$ cat config.mk
export PLATFORM = sky130hd
export DESIGN_NAME = particulate_sensor_frame_parser_top
export DESIGN_NICKNAME = d
export VERILOG_FILES = /design/src/design/psfp_pkg.sv /design/src/design/particulate_sensor_frame_parser_top.sv /design/src/design/psfp_front.sv /design/src/design/psfp_queue.sv /design/src/design/psfp_back.sv
export SDC_FILE = /design/constraint.sdc
export NUM_CORES = 1
export LEC_CHECK = 0
export BUFFER_PORTS_ARGS = -buffer_cell sky130_fd_sc_hd__clkbuf_2
export CAP_MARGIN = 20
export CORE_MARGIN = 2
export CORE_UTILIZATION = 30
export CTS_CLUSTER_DIAMETER = 50
export DETAILED_ROUTE_END_ITERATION = 6
export PLACE_DENSITY = 0.56
export SYNTH_ARGS = -nofsm -noshare
export SYNTH_HDL_FRONTEND = slang
export SYNTH_HIERARCHICAL = 1
export SYNTH_SLANG_ARGS = --single-unit
$ cat constraint.sdc
create_clock -name clk -period 5.4 [get_ports clk]
set_input_delay 1.08 -clock clk [delete_from_list [all_inputs] [get_ports clk]]
set_output_delay 1.08 -clock clk [all_outputs]
set_load 0.1 [all_outputs]
$ cat src/design/psfp_pkg.sv
// Package: types, constants and helpers for the particulate sensor frame parser.
`default_nettype none
package psfp_pkg;

	localparam logic       OP_BYTE = 1'b0;
	localparam logic       OP_IDLE = 1'b1;

	localparam logic [7:0] HDR1            = 8'h42;
	localparam logic [7:0] HDR2            = 8'h4D;
	localparam logic [7:0] LEN_HI          = 8'h00;
	localparam logic [7:0] MAX_PAYLOAD_LEN = 8'd28;

	localparam int         BUF_BYTES = 32;
	localparam int         IDX_W     = $clog2(BUF_BYTES);

	localparam logic [IDX_W-1:0] OFF_PM1  = IDX_W'(6);
	localparam logic [IDX_W-1:0] OFF_PM25 = IDX_W'(8);
	localparam logic [IDX_W-1:0] OFF_PM10 = IDX_W'(10);
	localparam logic [IDX_W-1:0] OFF_C1   = IDX_W'(20);
	localparam logic [IDX_W-1:0] OFF_C25  = IDX_W'(22);
	localparam logic [IDX_W-1:0] OFF_C10  = IDX_W'(26);

	localparam int QDEPTH = 2;
	localparam int QPTR_W = $clog2(QDEPTH);
	localparam int QCNT_W = $clog2(QDEPTH + 1);

	typedef enum logic [6:0] {
		PH_HEAD1 = 7'b0000001,
		PH_HEAD2 = 7'b0000010,
		PH_LENHI = 7'b0000100,
		PH_LENLO = 7'b0001000,
		PH_DATA  = 7'b0010000,
		PH_SUMHI = 7'b0100000,
		PH_SUMLO = 7'b1000000
	} phase_t;

	typedef struct packed {
		logic       op;
		logic [7:0] rx_byte;
	} in_t;

	typedef struct packed {
		logic [15:0] pm1_mass;
		logic [15:0] pm25_mass;
		logic [15:0] pm10_mass;
		logic [19:0] count_1um_per_litre;
		logic [19:0] count_2p5um_per_litre;
		logic [19:0] count_10um_per_litre;
	} out_t;

	typedef struct packed {
		logic [15:0] pm1;
		logic [15:0] pm25;
		logic [15:0] pm10;
		logic [15:0] c1;
		logic [15:0] c25;
		logic [15:0] c10;
	} raw_t;

	typedef struct packed {
		logic full;
		logic empty;
	} q_stat_t;

	function automatic logic [19:0] times_ten(input logic [15:0] w);
		logic [19:0] x;
		x = {4'b0000, w};
		return (x << 3) + (x << 1);
	endfunction

endpackage
`default_nettype wire

$ cat src/design/particulate_sensor_frame_parser_top.sv
// Top level: particulate sensor frame parser with queue-style ports.
// Throughput: one beat per cycle while full is low; full rises only when two passed frames wait in the frame queue.
// A beat that completes a valid frame writes it into the frame queue; its counts are then scaled
// by ten as it moves into the result queue, where result shows it; other beats give no result.
// Reset (arst_n low): parser hunts for a header, frame buffer zeroed, both queues empty.
`default_nettype none
module particulate_sensor_frame_parser_top (
	input  wire logic            clk,
	input  wire logic            arst_n,
	input  wire logic            push,
	output logic                 full,
	input  wire psfp_pkg::in_t   rx_item,
	output logic                 empty,
	input  wire logic            pop,
	output psfp_pkg::out_t       result
);

	psfp_pkg::q_stat_t  mid_stat;
	psfp_pkg::raw_t     front_raw, mid_raw;
	logic               accept, emit, mid_pop;

	assign full   = mid_stat.full;
	assign accept = push && !mid_stat.full;

	psfp_front u_front (
		.clk    (clk),
		.arst_n (arst_n),
		.accept (accept),
		.item   (rx_item),
		.emit   (emit),
		.raw    (front_raw)
	);

	psfp_queue u_queue (
		.clk    (clk),
		.arst_n (arst_n),
		.wr     (emit),
		.wdata  (front_raw),
		.rd     (mid_pop),
		.rdata  (mid_raw),
		.stat   (mid_stat)
	);

	psfp_back u_back (
		.clk      (clk),
		.arst_n   (arst_n),
		.mid_stat (mid_stat),
		.mid_raw  (mid_raw),
		.mid_pop  (mid_pop),
		.pop      (pop),
		.empty    (empty),
		.result   (result)
	);

	a_emit_room: assert property (@(posedge clk) disable iff (!arst_n)
		emit |-> !mid_stat.full)
		else $error("frame passed while frame queue full");

	a_emit_queued: assert property (@(posedge clk) disable iff (!arst_n)
		emit |=> !mid_stat.empty)
		else $error("passed frame missing from frame queue");

	a_count_range: assert property (@(posedge clk) disable iff (!arst_n)
		!empty |-> (result.count_1um_per_litre <= 20'd655350
			&& result.count_10um_per_litre <= 20'd655350))
		else $error("scaled count out of range");

endmodule
`default_nettype wire

$ cat src/design/psfp_front.sv
// Front end: byte-wise header/length/checksum parser and frame buffer.
`default_nettype none
module psfp_front (
	input  wire logic              clk,
	input  wire logic              arst_n,
	input  wire logic              accept,
	input  wire psfp_pkg::in_t     item,
	output logic                   emit,
	output psfp_pkg::raw_t         raw
);

	psfp_pkg::phase_t                 phase_q, phase_d;
	logic [psfp_pkg::IDX_W-1:0]       idx_q, idx_d;
	logic [psfp_pkg::IDX_W-1:0]       len_q, len_d;
	logic [15:0]                      sum_q, sum_d;
	logic [7:0]                       buf_q [psfp_pkg::BUF_BYTES];
	logic [7:0]                       buf_nx [psfp_pkg::BUF_BYTES];
	logic                             store;
	logic [psfp_pkg::IDX_W:0]         idx_inc;
	logic [psfp_pkg::IDX_W:0]         len_end;
	logic [7:0]                       b;
	logic                             is_byte;

	assign b       = item.rx_byte;
	assign is_byte = accept && (item.op == psfp_pkg::OP_BYTE);
	assign idx_inc = {1'b0, idx_q} + (psfp_pkg::IDX_W+1)'(1);
	assign len_end = {1'b0, len_q} + (psfp_pkg::IDX_W+1)'(2);

	always_comb begin
		phase_d = phase_q;
		idx_d   = idx_q;
		len_d   = len_q;
		sum_d   = sum_q;
		store   = 1'b0;
		emit    = 1'b0;
		if (accept && item.op == psfp_pkg::OP_IDLE) begin
			phase_d = psfp_pkg::PH_HEAD1;
			idx_d   = '0;
		end else if (is_byte) begin
			store   = 1'b1;
			idx_d   = idx_inc[psfp_pkg::IDX_W-1:0];
			phase_d = psfp_pkg::PH_HEAD1;
			case (phase_q)
				psfp_pkg::PH_HEAD1: begin
					if (b == psfp_pkg::HDR1) phase_d = psfp_pkg::PH_HEAD2;
				end
				psfp_pkg::PH_HEAD2: begin
					if (b == psfp_pkg::HDR2) phase_d = psfp_pkg::PH_LENHI;
				end
				psfp_pkg::PH_LENHI: begin
					if (b == psfp_pkg::LEN_HI) phase_d = psfp_pkg::PH_LENLO;
				end
				psfp_pkg::PH_LENLO: begin
					if (b <= psfp_pkg::MAX_PAYLOAD_LEN) begin
						phase_d = psfp_pkg::PH_DATA;
						len_d   = b[psfp_pkg::IDX_W-1:0];
						// bytes 0..len+1 enter the sum; the length byte only when len >= 2
						sum_d   = {8'h00, psfp_pkg::HDR1} + {8'h00, psfp_pkg::HDR2}
							+ ((b >= 8'd2) ? {8'h00, b} : 16'h0000);
					end
				end
				psfp_pkg::PH_DATA: begin
					phase_d = psfp_pkg::PH_DATA;
					if ({1'b0, idx_q} < len_end) sum_d = sum_q + {8'h00, b};
					if (idx_inc >= len_end) phase_d = psfp_pkg::PH_SUMHI;
				end
				psfp_pkg::PH_SUMHI: begin
					if (sum_q[15:8] == b) phase_d = psfp_pkg::PH_SUMLO;
				end
				psfp_pkg::PH_SUMLO: begin
					emit = (sum_q[7:0] == b);
				end
				default: begin
					store = 1'b0;
				end
			endcase
			if (phase_d == psfp_pkg::PH_HEAD1) idx_d = '0;
		end
	end

	always_comb begin
		for (int k = 0; k < psfp_pkg::BUF_BYTES; k++) begin
			buf_nx[k] = (store && idx_q == psfp_pkg::IDX_W'(k)) ? b : buf_q[k];
		end
	end

	assign raw.pm1  = {buf_nx[psfp_pkg::OFF_PM1],  buf_nx[psfp_pkg::OFF_PM1 + 1'b1]};
	assign raw.pm25 = {buf_nx[psfp_pkg::OFF_PM25], buf_nx[psfp_pkg::OFF_PM25 + 1'b1]};
	assign raw.pm10 = {buf_nx[psfp_pkg::OFF_PM10], buf_nx[psfp_pkg::OFF_PM10 + 1'b1]};
	assign raw.c1   = {buf_nx[psfp_pkg::OFF_C1],   buf_nx[psfp_pkg::OFF_C1 + 1'b1]};
	assign raw.c25  = {buf_nx[psfp_pkg::OFF_C25],  buf_nx[psfp_pkg::OFF_C25 + 1'b1]};
	assign raw.c10  = {buf_nx[psfp_pkg::OFF_C10],  buf_nx[psfp_pkg::OFF_C10 + 1'b1]};

	always_ff @(posedge clk or negedge arst_n) begin
		if (!arst_n) begin
			phase_q <= psfp_pkg::PH_HEAD1;
			idx_q   <= '0;
			len_q   <= '0;
			sum_q   <= '0;
			for (int k = 0; k < psfp_pkg::BUF_BYTES; k++) buf_q[k] <= 8'h00;
		end else begin
			phase_q <= phase_d;
			idx_q   <= idx_d;
			len_q   <= len_d;
			sum_q   <= sum_d;
			for (int k = 0; k < psfp_pkg::BUF_BYTES; k++) buf_q[k] <= buf_nx[k];
		end
	end

endmodule
`default_nettype wire

$ cat src/design/psfp_queue.sv
// Short queue of passed frames between the parser and the result stage.
`default_nettype none
module psfp_queue (
	input  wire logic               clk,
	input  wire logic               arst_n,
	input  wire logic               wr,
	input  wire psfp_pkg::raw_t     wdata,
	input  wire logic               rd,
	output psfp_pkg::raw_t          rdata,
	output psfp_pkg::q_stat_t       stat
);

	psfp_pkg::raw_t                 ent_q [psfp_pkg::QDEPTH];
	logic [psfp_pkg::QPTR_W-1:0]    wp_q, rp_q;
	logic [psfp_pkg::QCNT_W-1:0]    cnt_q;
	logic                           do_wr, do_rd;

	assign stat.full  = (cnt_q == psfp_pkg::QCNT_W'(psfp_pkg::QDEPTH));
	assign stat.empty = (cnt_q == '0);
	assign do_wr      = wr && !stat.full;
	assign do_rd      = rd && !stat.empty;
	assign rdata      = ent_q[rp_q];

	always_ff @(posedge clk) begin
		if (do_wr) ent_q[wp_q] <= wdata;
	end

	always_ff @(posedge clk or negedge arst_n) begin
		if (!arst_n) begin
			wp_q  <= '0;
			rp_q  <= '0;
			cnt_q <= '0;
		end else begin
			if (do_wr) wp_q <= wp_q + psfp_pkg::QPTR_W'(1);
			if (do_rd) rp_q <= rp_q + psfp_pkg::QPTR_W'(1);
			if (do_wr && !do_rd) cnt_q <= cnt_q + psfp_pkg::QCNT_W'(1);
			else if (do_rd && !do_wr) cnt_q <= cnt_q - psfp_pkg::QCNT_W'(1);
		end
	end

endmodule
`default_nettype wire

$ cat src/design/psfp_back.sv
// Back end: scales particle counts by ten and holds results for the consumer.
`default_nettype none
module psfp_back (
	input  wire logic               clk,
	input  wire logic               arst_n,
	input  wire psfp_pkg::q_stat_t  mid_stat,
	input  wire psfp_pkg::raw_t     mid_raw,
	output logic                    mid_pop,
	input  wire logic               pop,
	output logic                    empty,
	output psfp_pkg::out_t          result
);

	psfp_pkg::out_t                 ent_q [psfp_pkg::QDEPTH];
	psfp_pkg::out_t                 conv;
	logic [psfp_pkg::QPTR_W-1:0]    wp_q, rp_q;
	logic [psfp_pkg::QCNT_W-1:0]    cnt_q;
	logic                           room, give;

	assign room    = (cnt_q != psfp_pkg::QCNT_W'(psfp_pkg::QDEPTH));
	assign mid_pop = !mid_stat.empty && room;
	assign empty   = (cnt_q == '0);
	assign give    = pop && !empty;
	assign result  = ent_q[rp_q];

	always_comb begin
		conv.pm1_mass              = mid_raw.pm1;
		conv.pm25_mass             = mid_raw.pm25;
		conv.pm10_mass             = mid_raw.pm10;
		conv.count_1um_per_litre   = psfp_pkg::times_ten(mid_raw.c1);
		conv.count_2p5um_per_litre = psfp_pkg::times_ten(mid_raw.c25);
		conv.count_10um_per_litre  = psfp_pkg::times_ten(mid_raw.c10);
	end

	always_ff @(posedge clk) begin
		if (mid_pop) ent_q[wp_q] <= conv;
	end

	always_ff @(posedge clk or negedge arst_n) begin
		if (!arst_n) begin
			wp_q  <= '0;
			rp_q  <= '0;
			cnt_q <= '0;
		end else begin
			if (mid_pop) wp_q <= wp_q + psfp_pkg::QPTR_W'(1);
			if (give) rp_q <= rp_q + psfp_pkg::QPTR_W'(1);
			if (mid_pop && !give) cnt_q <= cnt_q + psfp_pkg::QCNT_W'(1);
			else if (give && !mid_pop) cnt_q <= cnt_q - psfp_pkg::QCNT_W'(1);
		end
	end

endmodule
`default_nettype wire
==> impl_metrics.ini, run 1 <==
[critical_path]
endpoint_kind = register
worstPathRequired_ps = 5760
worstRegToRegCells = 8
path_class = register to register
crit_fanout = 52
crit_path_start_kind = register
worstPathArrival_ps = 4110

[yosys]
synth_area_per_cell_sq_um = 15.7
ys_types = 74
seq_area_frac_synth_pct = 65.0
syn-cell-area_sq_mm = 0.0238
synth_edf_count = 402
syn_inst = 1514
synthArstFlopShare_pct = 25.4
ys_ff_latch = 539
synth_ff_type = edfxtp_1
ys_warn_count = 6

[drt]
via_count = 13100
viasPerCell = 4.74
drc_errors = 0
ant_nets = 0
wl_per_cell_um = 18.7
dr.first_iter.drc_count = 722
dr.pass1.iters = 6
drt_wl_total_um = 52000

[placed_design]
dp_hpwl_um = 33400
portBuffers = 119
place.gp.congestion = 0.820

[grt]
grt_use_total_pct = 12.8
antenna_found_initial = 3
grt_pass1_wl_um = 81000
grt_pass1_vias = 13900
grt_max_degree = 62
grt_overflow = 0

[floorplanning]
dieHeight_um = 286
core_sq_mm = 0.0789
rows = 103
ios = 123
die_width_um = 286
dieArea_sq_mm = 0.0817
start_util_pct = 30.2

[sta]
clock_skew_ps = 26.3
finalCritPeriodShare_pct = 69.5
hold_viol = 0
whs_ps = 486
fmax_mhz = 266
post-route-min-period_ps = 3760
rsz0062_at_grt = no
slew_headroom_pct = 34.8
setup_violations = 0
tightest_slew_ps = 976
tns_ps = 0
drv_slew = 0

[power]
ir_worst_vdd_mv = 0.449
power_density_mw_per_mm2 = 589
p_leak_uw = 0.0115

[worst_hold_path]
hold_path.class = primary input to async pin

[clocking]
cts.sinks = 539
cts_max_path_buffers = 3
cts_hold_buf = 0
cts-root-buf = clkbuf_16
cts_max_level = 3
numCtsBuffers = 70
cts_resized = 0
path_clk_slew_ps = 60
clk_latency_ps = 590
post_cts_buffers = 0
cts_tree = done

[outcome]
status = finished clean

[finish]
drive_above_1_share_pct = 35.0
layout_commonest_cell = edfxtp_1
nNetsFinal = 1757
final_cell_mix = edfxtp_1, mux2_2, dfrtp_1, clkbuf_2, clkbuf_16
n_antenna_cell = 0
fin_util_pct = 35.6
synthToLayoutAreaGrowth_pct = 17.9

[job]
drv_cap = 0
state kept, by name (all words and copies together), names as in the netlist:
signal and count:
u_front/idx_q 5, u_back/wp_q 1, u_back/cnt_q 2, u_queue/wp_q 1, u_back/rp_q 1, u_front/buf_q 96, u_queue/ent_q 192, u_front/len_q 5
u_queue/cnt_q 2, u_back/ent_q 210, u_front/sum_q 16, u_queue/rp_q 1, u_front/phase_q 7
worst max-delay path: stages (launching register included):
cell and delay (ps):
dfrtp_4 960, buf_4 420, mux2_4 360, ha_1 390, a21oi_1 180, nor2b_1 90, nor3_1 530, a311oi_1 190
a211oi_1 360
report_power, final:
| group | switching (uW) | internal, uW |
|---|---|---|
| combinational | 5060 | 1190 |
| clock | 1720 | 2930 |
| sequential | 283 | 5360 |
Yosys cell counts, types with 7 or more instances:
cell type / number / area (sq um)
xnor2_1: 47 / 412
o31ai_1: 17 / 128
nor2_1: 45 / 169
buf_2: 17 / 85.1
mux2_4: 30 / 450
edfxtp_1: 402 / 12100
o211ai_1: 15 / 113
o21a_1: 11 / 82.6
nand2_1: 44 / 165
clkbuf_1: 31 / 116
buf_6: 7 / 78.8
nor3_1: 15 / 75.1
nor2b_1: 12 / 75.1
dfrtp_1: 136 / 3400
a211oi_1: 8 / 60.1
o21ai_0: 43 / 215
nor3_4: 10 / 163
nand2b_1: 11 / 68.8
and3_1: 15 / 93.8
xor2_1: 25 / 219
ha_1: 67 / 838
a31oi_1: 9 / 56.3
inv_1: 30 / 113
mux2_2: 279 / 3140
a21o_1: 14 / 105
nand3_1: 28 / 140
or2_2: 8 / 50.1
a21oi_1: 37 / 185
final timing paths:
path,start,endpoint,slack [ps]
setup / recovery,u_queue/rp_q$_DFFE_PN0P_,u_back/ent_q[1][58]$_DFFE_PP_,1640
hold / removal,arst_n,u_back/cnt_q[0]$_DFFE_PN0P_,490
setup reg to reg,u_queue/rp_q$_DFFE_PN0P_,u_back/ent_q[1][58]$_DFFE_PP_,1640
hold reg to reg,u_front/buf_q[173]$_DFF_PN0_,u_front/buf_q[173]$_DFF_PN0_,510
max in group asynchronous,arst_n,u_front/buf_q[67]$_DFF_PN0_,3800
min in group clk,u_front/buf_q[173]$_DFF_PN0_,u_front/buf_q[173]$_DFF_PN0_,510
cell families after synthesis:
| kind of cell | Yosys count | synth area share [%] |
|---|---|---|
| flops | 539 | 65.0 |
| mux | 314 | 15.3 |
| simple gates | 230 | 5.72 |
| compound gates | 198 | 5.65 |
| buf+inv | 89 | 1.81 |
| xor+xnor | 72 | 2.65 |
| fa+ha+maj | 71 | 3.85 |
| other cells | 1 | 0.0157 |
through the flow:
step / total power [uW] / instance area, sq um / setup slack (ps) / cells
3_3_place_gp: 12100 / 25700 / 1250 / 2651
5_1_grt: 17200 / 28100 / 1470 / 2775
6_report: 16500 / 28100 / 1640 / 2775
3_5_place_dp: 12100 / 25700 / 1270 / 2651
4_1_cts: 16800 / 28100 / 1640 / 2775
2_1_floorplan: 11000 / 23800 / 478 / 1516
per-layer routing:
layer | global-route usage (%) | routed length (um) | vias to the layer above
met2 | 21.7 | 25600 | 262
li1 | - | - | 6125
met3 | 2.48 | 2240 | 83
met1 | 16.4 | 23000 | 6674
met4 | 4.21 | 1110 | 2
met5 | 0 | 11 | -
layout make-up:
type                       instances  area (sq um)
fill                            7489         50800
clock inverter                    32           414
inverter                          30           113
sequential                       539         15500
timing repair buffer             144           865
clock buffer                      92          1940
tap                             1050          1310
multi-input combinational        888          7940
No activity file was read; power rests on OpenSTA's default activity.
==> inputs of run 2 (changes only) <==
--- a/config.mk
+++ b/config.mk
@@ -11,7 +11,7 @@
 export CORE_UTILIZATION = 30
 export CTS_CLUSTER_DIAMETER = 50
 export DETAILED_ROUTE_END_ITERATION = 6
-export PLACE_DENSITY = 0.56
+export PLACE_DENSITY = 0.55
 export SYNTH_ARGS = -nofsm -noshare
 export SYNTH_HDL_FRONTEND = slang
 export SYNTH_HIERARCHICAL = 1
==> constraint.sdc (replaced) <==
create_clock -name clk -period 3.8 [get_ports clk]
set_input_delay 0.76 -clock clk [delete_from_list [all_inputs] [get_ports clk]]
set_output_delay 0.76 -clock clk [all_outputs]
set_load 0.1 [all_outputs]
==> impl_metrics.ini, run 2 (synthesis gave the netlist of run 1 again) <==
[finish]
final_cell_mix = edfxtp_1, mux2_2, dfrtp_1, clkbuf_2, ha_1
fillers = 7550
multi_input_area_sq_mm = 0.00794
n_antenna_cell = 0
nNetsFinal = 1765
largest_reg_flops = 210
fin_util_pct = 35.6
largest_register = u_back/ent_q
layout_commonest_cell = edfxtp_1
seq_area_sq_mm = 0.0155
largest_registers = u_back/ent_q: 210 flops, u_queue/ent_q: 192 flops, u_front/buf_q: 96 flops
drive_above_1_share_pct = 35.8
synthToLayoutAreaGrowth_pct = 17.7
final_area_sq_mm = 0.0281

[critical_path]
crit_fanout = 32
worstRegToRegCells = 8
crit_path_start_kind = register
worstPathArrival_ps = 2650
endpoint_kind = output pin
path_class = register to output pin
worstPathRequired_ps = 3040

[placed_design]
dpl_cell_area_sq_mm = 0.0259
dp_hpwl_um = 33500
place.gp.congestion = 0.800
portBuffers = 119

[floorplanning]
core_sq_mm = 0.0789
start_util_pct = 30.2
rows = 103
dieHeight_um = 286
die_width_um = 286
ios = 123
dieArea_sq_mm = 0.0817

[power]
power_density_mw_per_mm2 = 823
p_leak_uw = 0.0115
pwr-share-seq_pct = 34.6
ir_worst_vdd_mv = 0.585
internal-power_uw = 13000
pwr-share-clk_pct = 26.3
combPwrFrac_pct = 39.1
p_sw_share_pct = 43.7
power.total_uw = 23100
p_sw_uw = 10100

[sta]
tns_ps = 0
rsz0062_at_grt = no
fmax_mhz = 293
hold_viol = 0
finalCritPeriodShare_pct = 89.7
drv_slew = 0
clock_skew_ps = 33.9
setup_violations = 0
slew_headroom_pct = 48.0
tightest_slew_ps = 780
post-route-min-period_ps = 3410

[clocking]
cts-root-buf = clkbuf_16
numCtsBuffers = 60
clk_latency_ps = 640
cts_tree = done
cts_resized = 0
cts_max_level = 2
post_cts_buffers = 0
cts_max_path_buffers = 3
cts_hold_buf = 0
cts.sinks = 539
path_clk_slew_ps = 60

[drt]
ant_nets = 0
wl_per_cell_um = 18.5
drt_wl_total_um = 51400
dr.pass1.iters = 5
wl_met3_um = 2050
met2_length_um = 25400
drc_errors = 0
highest_layer = met5
wl_met1_um = 22800
viasPerCell = 4.69
via_count = 13100
dr.first_iter.drc_count = 842

[grt]
antenna_found_initial = 3
grt_overflow = 0
grt_max_degree = 82
grt_use_total_pct = 12.5
grt_pass1_vias = 13500
grt_pass1_wl_um = 79600

[job]
drv_cap = 0

[outcome]
status = finished clean

[worst_hold_path]
hold_path.class = primary input to async pin
==> run 2: stage by stage <==
step | instances | hold WS, ps | setup WS [ps]
4_1_cts | 2782 | 83.7 | 255
6_report | 2782 | 82.4 | 391
3_5_place_dp | 2669 | 497 | 550
5_1_grt | 2782 | 106 | 175
3_3_place_gp | 2669 | 487 | 585
2_1_floorplan | 1516 | 464 | 87.7
==> run 2: routing by layer <==
layer / vias up / global-route usage [%]
met5: - / 0
met4: 6 / 3.48
met3: 81 / 2.63
met2: 209 / 21.4
met1: 6639 / 16.0
li1: 6120 / -
==> run 2: power by group through the flow <==
stage          registers, uW  logic, uW  clock network [uW]
4_1_cts                 8010       9240                6240
6_report                7980       9040                6070
3_5_place_dp            8130       9210                   0
3_3_place_gp            8090       9200                   0
5_1_grt                 8100       9450                6470
2_1_floorplan           7960       7580                   0
==> run 2: area by class of cell <==
class | count | share of cell area (%)
well taps | 1050 | 4.68
clock inverters | 43 | 1.87
multi-input cells | 888 | 28.3
repair buffers | 162 | 3.74
inverters | 30 | 0.401
flip-flops and latches | 539 | 55.3
clock buffers | 70 | 5.70
==> run 2: path summary, 6_finish.rpt <==
| kind | startpoint | to | slack [ps] |
|---|---|---|---|
| max in group asynchronous | arst_n | u_front/buf_q[163]$_DFF_PN0_ | 2790 |
| hold reg to reg | u_front/buf_q[160]$_DFF_PN0_ | u_front/buf_q[160]$_DFF_PN0_ | 510 |
| setup reg to reg | u_queue/rp_q$_DFFE_PN0P_ | u_back/ent_q[0][58]$_DFFE_PP_ | 550 |
| setup / recovery | u_back/rp_q$_DFFE_PN0P_ | result[30] | 390 |
| min in group clk | pop | u_back/rp_q$_DFFE_PN0P_ | 460 |
| hold / removal | arst_n | u_front/buf_q[178]$_DFF_PN0_ | 80 |
==> run 2: critical path, cell delays in order, from the launching register on <==
cell      delay [ps]
dfrtp_4          810
buf_4            380
mux2_2           400
clkbuf_2         380
==> inputs of run 3 (changes only) <==
--- a/config.mk
+++ b/config.mk
@@ -14,5 +14,4 @@
 export PLACE_DENSITY = 0.55
 export SYNTH_ARGS = -nofsm -noshare
 export SYNTH_HDL_FRONTEND = slang
-export SYNTH_HIERARCHICAL = 1
 export SYNTH_SLANG_ARGS = --single-unit
==> impl_metrics.ini, run 3 <==
[clocking]
cts-root-buf = clkbuf_16
numCtsBuffers = 59
post_cts_buffers = 0
cts_resized = 0
cts_tree = done
cts_hold_buf = 0
cts_max_path_buffers = 3
clk_latency_ps = 620
cts_max_level = 2
path_clk_slew_ps = 60
cts.sinks = 539

[placed_design]
pre_cts_ws_ps = 362
portBuffers = 119
dp_hpwl_um = 31000
place.gp.congestion = 0.811

[yosys]
synth_compound_area_share_pct = 4.91
synthArstFlopShare_pct = 25.4
synth_area_per_cell_sq_um = 15.8
synth.most_common_cell = edfxtp_1
ys_types = 73
ys_ff_latch = 539
netlist.area_leader.share_pct = 52.1
yosys-top-cells-area = edfxtp_1, dfrtp_1, mux2_2
syn-cell-area_sq_mm = 0.0232
synthSimpleGateAreaFrac_pct = 5.26
ys_warn_count = 0
syn_inst = 1467
synthMuxAreaShare_pct = 14.6
synth_top_family_by_area = multiplexers
synth_top_cell_by_area = edfxtp_1
synth_commonest_cells = edfxtp_1, mux2_2, dfrtp_1
seq_area_frac_synth_pct = 66.9
synth_fa_ha_area_share_pct = 4.01
synth_edf_count = 402
synth_xor_area_share_pct = 2.68
synth_ff_type = edfxtp_1

[grt]
grt_use_total_pct = 12.0
antenna_found_initial = 3
grt_max_degree = 94
grt_pass1_wl_um = 73700
grt_pass1_vias = 12700
grt_overflow = 0

[sta]
post-route-min-period_ps = 3490
tightest_slew_ps = 978
rsz0062_at_grt = no
whs_ps = 222
setup_violations = 0
drv_slew = 0
post-route-worst-setup-slack_ps = 311
clock_skew_ps = 29.6
slew_headroom_pct = 34.8
hold_viol = 0
finalCritPeriodShare_pct = 91.8
fmax_mhz = 287

[critical_path]
crit_fanout = 13
r2r_setup_slack_ps = 310
worstPathArrival_ps = 3830
reg2reg_from = u_queue.rp_q$_DFFE_PN0P_
endpoint_kind = register
crit_path_start_kind = register
worstRegToRegCells = 9
worstPathRequired_ps = 4140
path_class = register to register
crit-reg2reg-capture = u_back.ent_q[0][38]$_DFFE_PP_

[finish]
final_cell_mix = edfxtp_1, mux2_2, dfrtp_1, clkbuf_2
layout_commonest_cell = edfxtp_1
seq_area_sq_mm = 0.0155
largest_registers = u_back.ent_q: 210 flops, u_queue.ent_q: 192 flops, u_front.buf_q: 96 flops
synthToLayoutAreaGrowth_pct = 17.7
fillers = 7238
multi_input_area_sq_mm = 0.00741
largest_reg_flops = 210
nNetsFinal = 1706
largest_register = u_back.ent_q
drive_above_1_share_pct = 33.2

[outcome]
status = finished clean

[floorplanning]
die_width_um = 282
dieArea_sq_mm = 0.0795
ios = 123
start_util_pct = 30.4
rows = 101
core_sq_mm = 0.0762
dieHeight_um = 282

[drt]
drt_wl_total_um = 47600
via_count = 12300
ant_nets = 0
viasPerCell = 4.55
drc_errors = 0
dr.pass1.iters = 4
wl_per_cell_um = 17.6
dr.first_iter.drc_count = 629

[power]
power_density_mw_per_mm2 = 787
ir_worst_vdd_mv = 0.584
p_leak_uw = 0.0106

[worst_hold_path]
hold_path.class = primary input to async pin

[job]
drv_cap = 0
-- run 3: cell count changes after synthesis, moves of 13 or more --
| cell | previous run | this run |
|---|---|---|
| mux2_2 | 279 | 258 |
| nand3_1 | 28 | 8 |
| nand2_1 | 44 | 60 |
| buf_2 | 17 | 4 |
| clkbuf_1 | 31 | 44 |
| o31ai_1 | 17 | 4 |
-- run 3: stage by stage --
step | cell area, sq um | total power [uW] | instances | setup TNS (ps) | utilization [%]
2_1_floorplan | 23300 | 14600 | 1469 | -39820 | -
4_1_cts | 27300 | 21800 | 2702 | 0 | 35.8
3_5_place_dp | 25300 | 16100 | 2591 | 0 | 33.2
6_report | 27300 | 21500 | 2704 | 0 | 35.8
3_3_place_gp | 25300 | 16100 | 2591 | 0 | 33.2
5_1_grt | 27300 | 22300 | 2702 | 0 | 35.8
-- run 3: cell families (layout without fill, tap and decap cells) --
family / count (synthesis) / count (layout)
flip-flops: 539 / 539
multiplexers: 294 / 294
AND/OR/NAND/NOR: 226 / 226
AO/OA/AOI/OAI: 171 / 171
buffers and inverters: 93 / 296
adder cells (fa/ha/maj): 72 / 72
XOR/XNOR: 71 / 71
other: 1 / 5
-- run 3: worst max path at each step --
stage	endpoint	slack (ps)	from	depth (start not counted)
2_1_floorplan	u_queue.ent_q[0][0]$_DFFE_PP_	-410	rx_item[7]	4
3_3_place_gp	u_back.ent_q[0][18]$_DFFE_PP_	440	u_queue.rp_q$_DFFE_PN0P_	11
3_5_place_dp	u_back.ent_q[1][18]$_DFFE_PP_	360	u_queue.rp_q$_DFFE_PN0P_	11
4_1_cts	u_back.ent_q[1][38]$_DFFE_PP_	310	u_queue.rp_q$_DFFE_PN0P_	9
5_1_grt	u_back.ent_q[0][38]$_DFFE_PP_	10	u_queue.rp_q$_DFFE_PN0P_	9
6_report	u_back.ent_q[0][38]$_DFFE_PP_	310	u_queue.rp_q$_DFFE_PN0P_	9
-- run 3: cell type report --
class                   count  area share, %
diodes                      2         0.0183
clock buffers              82           5.99
clock inverters            29           1.16
inverters                  32          0.440
multi-input cells         837           27.2
flip-flops and latches    539           56.8
well taps                1030           4.72
repair buffers            153           3.65
-- run 3: where the power goes --
part	internal, uW	leakage (uW)	switching, uW
sequential	7470	0.00565	295
combinational	1500	0.00403	6600
clock	3300	0.000941	2300
-- run 3: metal layers --
metal | up-vias | track usage [%] | share of wire, %
met5 | - | 0 | 0.069
met3 | 60 | 3.06 | 5.0
met1 | 6234 | 15.7 | 45
met4 | 6 | 3.12 | 1.8
met2 | 159 | 19.7 | 48
li1 | 5851 | - | -
-- run 3: critical path, cell delays in order, from the launching register on --
cell and delay (ps):
dfrtp_4 550, mux2_2 380, ha_1 360, a2111oi_0 700, o21ai_0 350, a211oi_1 300
nor2_1 90, o21a_1 190, o21ai_0 200, xnor2_1 100
